===== src/hdl/tmp_pkg.sv =====
// ----------------------------------------------------------------------------
// Trapezoid motion profile package
// Shared widths, register indexes, datapath operation codes and the
// command/status bundles between controller and datapath.
// ----------------------------------------------------------------------------
`default_nettype none

package tmp_pkg;

  // value widths (velocity, position, times, rates)
  localparam int VAL_W  = 31;
  localparam int TS_W   = 16;
  localparam int PROD_W = 64;
  localparam int DVS_W  = 32;
  localparam int SQ_W   = 2 * VAL_W;

  localparam logic [VAL_W-1:0] MAX31 = {VAL_W{1'b1}};

  // configuration register indexes
  typedef enum logic [1:0] {
    REG_MAX_VELOCITY = 2'd0,
    REG_ACCEL_RATE   = 2'd1,
    REG_DECEL_RATE   = 2'd2,
    REG_STEP_PERIOD  = 2'd3
  } cfg_reg_t;

  // datapath operations, one per cycle
  typedef enum logic [4:0] {
    OP_NONE,
    OP_ACCEPT,
    OP_MUL_VV,
    OP_MUL_TA,
    OP_CLIP,
    OP_SQ_SET,
    OP_DTA_GO,
    OP_TA_SET,
    OP_DTD_GO,
    OP_TD_SET,
    OP_MUL_PP,
    OP_DQA_GO,
    OP_QA_SET,
    OP_DQD_GO,
    OP_QD_SET,
    OP_DTC_GO,
    OP_TC_SET,
    OP_FIN1,
    OP_FIN2,
    OP_SMP_RATE,
    OP_SMP_VEL,
    OP_SMP_MULP,
    OP_SMP_POS
  } dp_op_t;

  typedef struct packed {
    dp_op_t op;
  } dp_cmd_t;

  typedef struct packed {
    logic func;       // current input item is a tick
    logic tgt_zero;   // current input target is zero
    logic active;     // a profile is running
    logic clip;       // velocity limit squared > target * acceleration
    logic sqrt_done;
    logic div_done;
    logic out_free;   // output register can take a sample
  } dp_stat_t;

endpackage

`default_nettype wire


===== src/hdl/tmp_ctrl.sv =====
// ----------------------------------------------------------------------------
// Trapezoid motion profile controller
// Sequences the planning steps of a start item and the sample steps of
// every item that emits a result.
// ----------------------------------------------------------------------------
`default_nettype none

module tmp_ctrl (
  input  wire logic              clk,
  input  wire logic              rst,
  input  wire logic              in_valid,
  output logic                   in_ready,
  output tmp_pkg::dp_cmd_t       cmd,
  input  wire tmp_pkg::dp_stat_t stat
);
  import tmp_pkg::*;

  typedef enum logic [21:0] {
    ST_IDLE  = 22'h000001,
    ST_MVV   = 22'h000002,
    ST_MTA   = 22'h000004,
    ST_CLIP  = 22'h000008,
    ST_SQW   = 22'h000010,
    ST_DTAG  = 22'h000020,
    ST_DTAW  = 22'h000040,
    ST_DTDG  = 22'h000080,
    ST_DTDW  = 22'h000100,
    ST_MPP   = 22'h000200,
    ST_DQAG  = 22'h000400,
    ST_DQAW  = 22'h000800,
    ST_DQDG  = 22'h001000,
    ST_DQDW  = 22'h002000,
    ST_DTCG  = 22'h004000,
    ST_DTCW  = 22'h008000,
    ST_FIN1  = 22'h010000,
    ST_FIN2  = 22'h020000,
    ST_SRATE = 22'h040000,
    ST_SVEL  = 22'h080000,
    ST_SMULP = 22'h100000,
    ST_SPOS  = 22'h200000
  } state_t;

  state_t state, state_next;

  always_ff @(posedge clk) begin
    if (rst) begin
      state <= ST_IDLE;
    end else begin
      state <= state_next;
    end
  end

  // next state and datapath operation
  always_comb begin
    state_next = state;
    cmd.op     = OP_NONE;
    in_ready   = 1'b0;
    case (state)
      ST_IDLE: begin
        in_ready = 1'b1;
        if (in_valid) begin
          cmd.op = OP_ACCEPT;
          if (stat.func) begin
            state_next = stat.active ? ST_SRATE : ST_IDLE;
          end else begin
            state_next = stat.tgt_zero ? ST_IDLE : ST_MVV;
          end
        end
      end
      ST_MVV: begin cmd.op = OP_MUL_VV; state_next = ST_MTA; end
      ST_MTA: begin cmd.op = OP_MUL_TA; state_next = ST_CLIP; end
      ST_CLIP: begin
        cmd.op     = OP_CLIP;
        state_next = stat.clip ? ST_SQW : ST_DTAG;
      end
      ST_SQW: if (stat.sqrt_done) begin cmd.op = OP_SQ_SET; state_next = ST_DTAG; end
      ST_DTAG: begin cmd.op = OP_DTA_GO; state_next = ST_DTAW; end
      ST_DTAW: if (stat.div_done) begin cmd.op = OP_TA_SET; state_next = ST_DTDG; end
      ST_DTDG: begin cmd.op = OP_DTD_GO; state_next = ST_DTDW; end
      ST_DTDW: if (stat.div_done) begin cmd.op = OP_TD_SET; state_next = ST_MPP; end
      ST_MPP:  begin cmd.op = OP_MUL_PP; state_next = ST_DQAG; end
      ST_DQAG: begin cmd.op = OP_DQA_GO; state_next = ST_DQAW; end
      ST_DQAW: if (stat.div_done) begin cmd.op = OP_QA_SET; state_next = ST_DQDG; end
      ST_DQDG: begin cmd.op = OP_DQD_GO; state_next = ST_DQDW; end
      ST_DQDW: if (stat.div_done) begin cmd.op = OP_QD_SET; state_next = ST_DTCG; end
      ST_DTCG: begin cmd.op = OP_DTC_GO; state_next = ST_DTCW; end
      ST_DTCW: if (stat.div_done) begin cmd.op = OP_TC_SET; state_next = ST_FIN1; end
      ST_FIN1:  begin cmd.op = OP_FIN1; state_next = ST_FIN2; end
      ST_FIN2:  begin cmd.op = OP_FIN2; state_next = ST_SRATE; end
      ST_SRATE: begin cmd.op = OP_SMP_RATE; state_next = ST_SVEL; end
      ST_SVEL:  begin cmd.op = OP_SMP_VEL; state_next = ST_SMULP; end
      ST_SMULP: begin cmd.op = OP_SMP_MULP; state_next = ST_SPOS; end
      // hold until the output register is free
      ST_SPOS: if (stat.out_free) begin cmd.op = OP_SMP_POS; state_next = ST_IDLE; end
      default: state_next = ST_IDLE;
    endcase
  end

endmodule

`default_nettype wire


===== config.mk =====
export PLATFORM = sky130hd
export DESIGN_NAME = tmp_ctrl
export DESIGN_NICKNAME = d
export VERILOG_FILES = /design/src/hdl/tmp_pkg.sv /design/src/hdl/tmp_ctrl.sv
export SDC_FILE = /design/constraint.sdc
export NUM_CORES = 1
export LEC_CHECK = 0
export BUFFER_PORTS_ARGS = -buffer_cell sky130_fd_sc_hd__buf_4
export CAP_MARGIN = 15
export CORE_ASPECT_RATIO = 0.9
export CORE_MARGIN = 2
export CORE_UTILIZATION = 35
export DETAILED_ROUTE_END_ITERATION = 12
export REMOVE_ABC_BUFFERS = 1
export SLEW_MARGIN = 30
export SYNTH_ARGS = -nofsm -noshare
export SYNTH_HDL_FRONTEND = slang
export SYNTH_SLANG_ARGS = --single-unit

===== constraint.sdc =====
create_clock -name clk -period 2.15 [get_ports clk]
set_input_delay 0.1075 -clock clk [delete_from_list [all_inputs] [get_ports clk]]
set_output_delay 0.1075 -clock clk [all_outputs]
set_load 0.02 [all_outputs]

[Word level (Yosys, flattened, before mapping)]
Index checks and enable logic that the tools add are counted.
Storage, ports and cells
  input port bits: 10
  bits in registers: 22
  logic and storage cells: 55
Cells by class
  muxes and demuxes: 23
  reductions and logical operators: 1
  eq/ne operators: 30
Operators with widths (count)
  22-bit case mux with 22 select lines: 1
  22-bit two-way mux: 8
  5-bit case mux with 22 select lines: 1
  19-bit two-way mux: 2
  22-bit by 1-bit == test with 1-bit output, second input constant: 1
  22-bit by 10-bit == test with 1-bit output, second input constant: 1
  22-bit by 11-bit == test with 1-bit output, second input constant: 1
  22-bit by 12-bit == test with 1-bit output, second input constant: 1
  22-bit by 13-bit == test with 1-bit output, second input constant: 1
  22-bit by 14-bit == test with 1-bit output, second input constant: 1
  22-bit by 15-bit == test with 1-bit output, second input constant: 1
  22-bit by 16-bit == test with 1-bit output, second input constant: 1
  22-bit by 17-bit == test with 1-bit output, second input constant: 1
  22-bit by 18-bit == test with 1-bit output, second input constant: 1
  22-bit by 19-bit == test with 1-bit output, second input constant: 1
  22-bit by 2-bit == test with 1-bit output, second input constant: 1
  22-bit by 20-bit == test with 1-bit output, second input constant: 1
  22-bit by 21-bit == test with 1-bit output, second input constant: 1
  22-bit == test, second input constant: 1
  22-bit by 3-bit == test with 1-bit output, second input constant: 1
  22-bit by 4-bit == test with 1-bit output, second input constant: 1
  22-bit by 5-bit == test with 1-bit output, second input constant: 1
  22-bit by 6-bit == test with 1-bit output, second input constant: 1
  22-bit by 7-bit == test with 1-bit output, second input constant: 1
  other kinds (10): 22

[Depth between registers and ports, before layout]
  word-level depth: 4
  gate-level depth with buffers: 8

[Worst setup path after synthesis]
Ideal clock, no wire load.
  kind: reg2reg
  from: register state[7]
  to: register state[0]
  stages on the path, launching flop included: 8
  required time: 2023 ps
  setup time: 127 ps
  arrival: 2097 ps
  path slack: -74 ps
  cells stage by stage: dfxtp_1 -> buf_2 -> nor4_1 -> nand4_1 -> nor3_1 -> a2111oi_0 -> a32oi_1 -> o211ai_1
On the way
  longest elaborated chain between the ends: 3
  elaborated cells on any way between the ends: 32
  those cells by class: eq/ne: 30; mux: 1; reduce/logical: 1
RTL lines
  start: declaration: RTL line tmp_ctrl.sv:43  | state_t state, state_next;
  start signal: assignment: RTL line tmp_ctrl.sv:49  | state <= state_next;
  22-bit by 5-bit == test with 1-bit output (tied with other cells): RTL line tmp_ctrl.sv:58  | case (state)
  2-bit != test (no line)
  8-bit AND reduction (no line)
Parallel ways exist; a longest one is shown, timed or not.
A chain may end at the register's enable or synchronous reset.

==> out/results.ini <==
[floorplanning]
dieArea_mm2 = 0.00520
boundaryPins = 16
core.rowCount = 23
die_x_um = 75.8
coreArea_mm2 = 0.00446
die_h_um = 68.6
start_util_pct = 36.4

[pwr]
p_leak_nw = 1.02
p_clk_share_pct = 30.0
power.total_w = 0.00105
cellPowerDensity_mw_per_mm2 = 431
seqPwrFrac_pct = 39.5
p_sw_share_pct = 29.5
p_int_w = 0.000743
power_frac_comb_pct = 30.6
power_switching_w = 0.000312
peakVddDrop_mv = 0.217

[synth]
synth_compound_area_share_pct = 17.4
synth_xor_area_share_pct = 4.31
synthMuxAreaShare_pct = 1.31
synth-edff-count = 0
synth-seq-cells = 22
yosys.area_share.simple_pct = 44.5
yosysTopAreaCellShare_pct = 27.1
ys_types = 58
synthCells = 207
synth.cell_area_mm2 = 0.00162
ys_async_sr_fraction_pct = 0
avgSynthCellArea_um2 = 7.85
ys.flop_type = dfxtp_1
synth-adder-area-share_pct = 0
synth_top_family_by_area = simple AND/OR/NAND/NOR gates
synth.top_cells.by_area = dfxtp_1, a21oi_1, nor2_1, o21ai_0, nor4_1
synth_top_cell_by_area = dfxtp_1
yosysSeqAreaShare_pct = 27.1
ys_warn_count = 0

[clock_tree]
numCtsBuffers = 3
htree_levels = 1
ctsLongestPathBuffers = 2
cts_root_buf = clkbuf_8
cts_tree = done
clkLatencyLatePin_ns = 0.28
cts_hold_buffers = 0
cts.clk_slew.worst_paths_ns = 0.08
cts_sinks = 22

[worst_setup_path]
critPathMaxFanout = 4
end_kind = primary output
start_kind = flop
rr_worst_depth = 7
required_ns = 2.04
cp.arrival_ns = 2.34
criticalPathCategory = reg2out

[sta]
final_hold_viol_count = 0
rsz0062_at_grt = true
worst_pin_slew_ns = 0.388
clock_skew_ns = 0.00229
holdWs_ns = 0.0746
finalWorstSetupSlack_ns = -0.298
slew_headroom_pct = 73.4
fin_crit_ns = 2.45
setup_viol_count_final = 24
finalSetupTns_ns = -2.66
final.period_utilization_pct = 114
max_freq_mhz = 408
slew_violations = 0

[finish]
postLayoutCoreUtil_pct = 54.8
nFillCells = 405
drive_above_1_share_pct = 46.8
syn2layout_area_growth_pct = 50.6
final_cell_mix = buf_4, dfxtp_1, nor2_1
regArea_um2 = 445
largest_reg_flops = 22
antenna_cells = 0
top_register = state
final_common_cell = buf_4
reg_top3 = state x22
final_nets = 278
multi_input_area_mm2 = 0.00130

[detailed_routing]
ant_nets = 0
wire_per_inst_um = 16.0
post_drt_via_cell_ratio = 5.59
drtPass1Iterations = 4
drc = 0
totalWireLength_mm = 5.28
vias = 1840
drtIter0Drc = 101

[global_routing]
first_global_vias = 1672
grtUsageTotal_pct = 21.1
globalRoute.totalOverflow = 0
grt_antenna_before_repair = 0
grt_max_degree = 13
grt_pass1_wl_mm = 8.29

[placement]
dp_slack_ns = -0.0817
globalplace.congestion = 0.884
dpl.hpwl_mm = 3.80
io_buffers = 15

[run_status]
status = complete, but fails checks
failed_checks = setup timing

[min_path]
min_path_type = in2reg
hold_depth = 3

[run]
cap_violations = 0

-- synthesized netlist by cell type, types with 3 or more instances --
cell type	instances
dfxtp_1	22
nor2_1	18
a21oi_1	15
o21ai_0	11
clkbuf_1	10
nand3_1	9
nor3_1	9
nand2_1	8
nor4_1	8
and2_1	7
inv_1	5
and3_1	4
buf_2	4
nand3b_1	4
nor2b_1	4
nor3b_1	4
or2_2	4
xnor2_1	4
xor2_1	4
and4_1	3
nand4_1	3
nor4b_1	3
or3_1	3
or4b_1	3
-- final cells by class --
class,count,share of cell area [%]
Clock buffer,4,2.25
Multi-Input combinational cell,165,53.0
Timing Repair Buffer,71,22.6
Tap cell,62,3.17
Sequential cell,22,18.2
Inverter,5,0.767
-- worst paths after layout --
kind	start	endpoint	slack (ns)
worst max-delay path	state[0]	cmd[3]	-0.30
worst min-delay path	stat[3]	state[4]	0.07
worst max register to register	state[0]	state[4]	-0.21
worst min register to register	state[10]	state[10]	0.60
-- layer usage --
metal	wire, um	track usage, %	up-vias
met5	0	0	-
met4	46	5.04	0
met3	272	4.07	5
met2	2450	32.5	49
met1	2510	30.1	882
li1	-	-	904
-- timing repair --
action | CTS | global route
pin swaps | 5 | 15
gates cloned | 0 | 0
resized for setup | 13 | 41
setup buffers | 1 | 3
setup endpoints to repair | 5 | 25
-- power by group through the flow --
stage	clock, W	combinational, W	sequential, W
floorplan	0	0.000113	0.000429
global placement	0	0.000260	0.000425
detailed placement	0	0.000260	0.000425
CTS	0.000322	0.000271	0.000416
global route	0.000336	0.000347	0.000417
finish	0.000316	0.000322	0.000416
-- kinds of logic (layout without fill, tap and decap cells) --
kind of cell	Yosys count	in the layout
flops	22	22
mux	2	2
buf+inv	20	80
compound gates	44	44
simple gates	111	111
xor+xnor	8	8
-- worst max-delay path, cell delays in order, from the launching register on --
cell and delay (ns):
dfxtp_2 0.34, or4_4 0.56, or3_4 0.39, or4b_4 0.50, nand4_1 0.12, buf_4 0.15
-- metrics by stage --
step           instances  area [um2]
3_5_place_dp         321        2140
4_1_cts              326        2250
5_1_grt              329        2450
2_1_floorplan        192        1560
3_3_place_gp         321        2140
6_report             329        2450
Note: power is estimated with default switching activity, not from simulation.
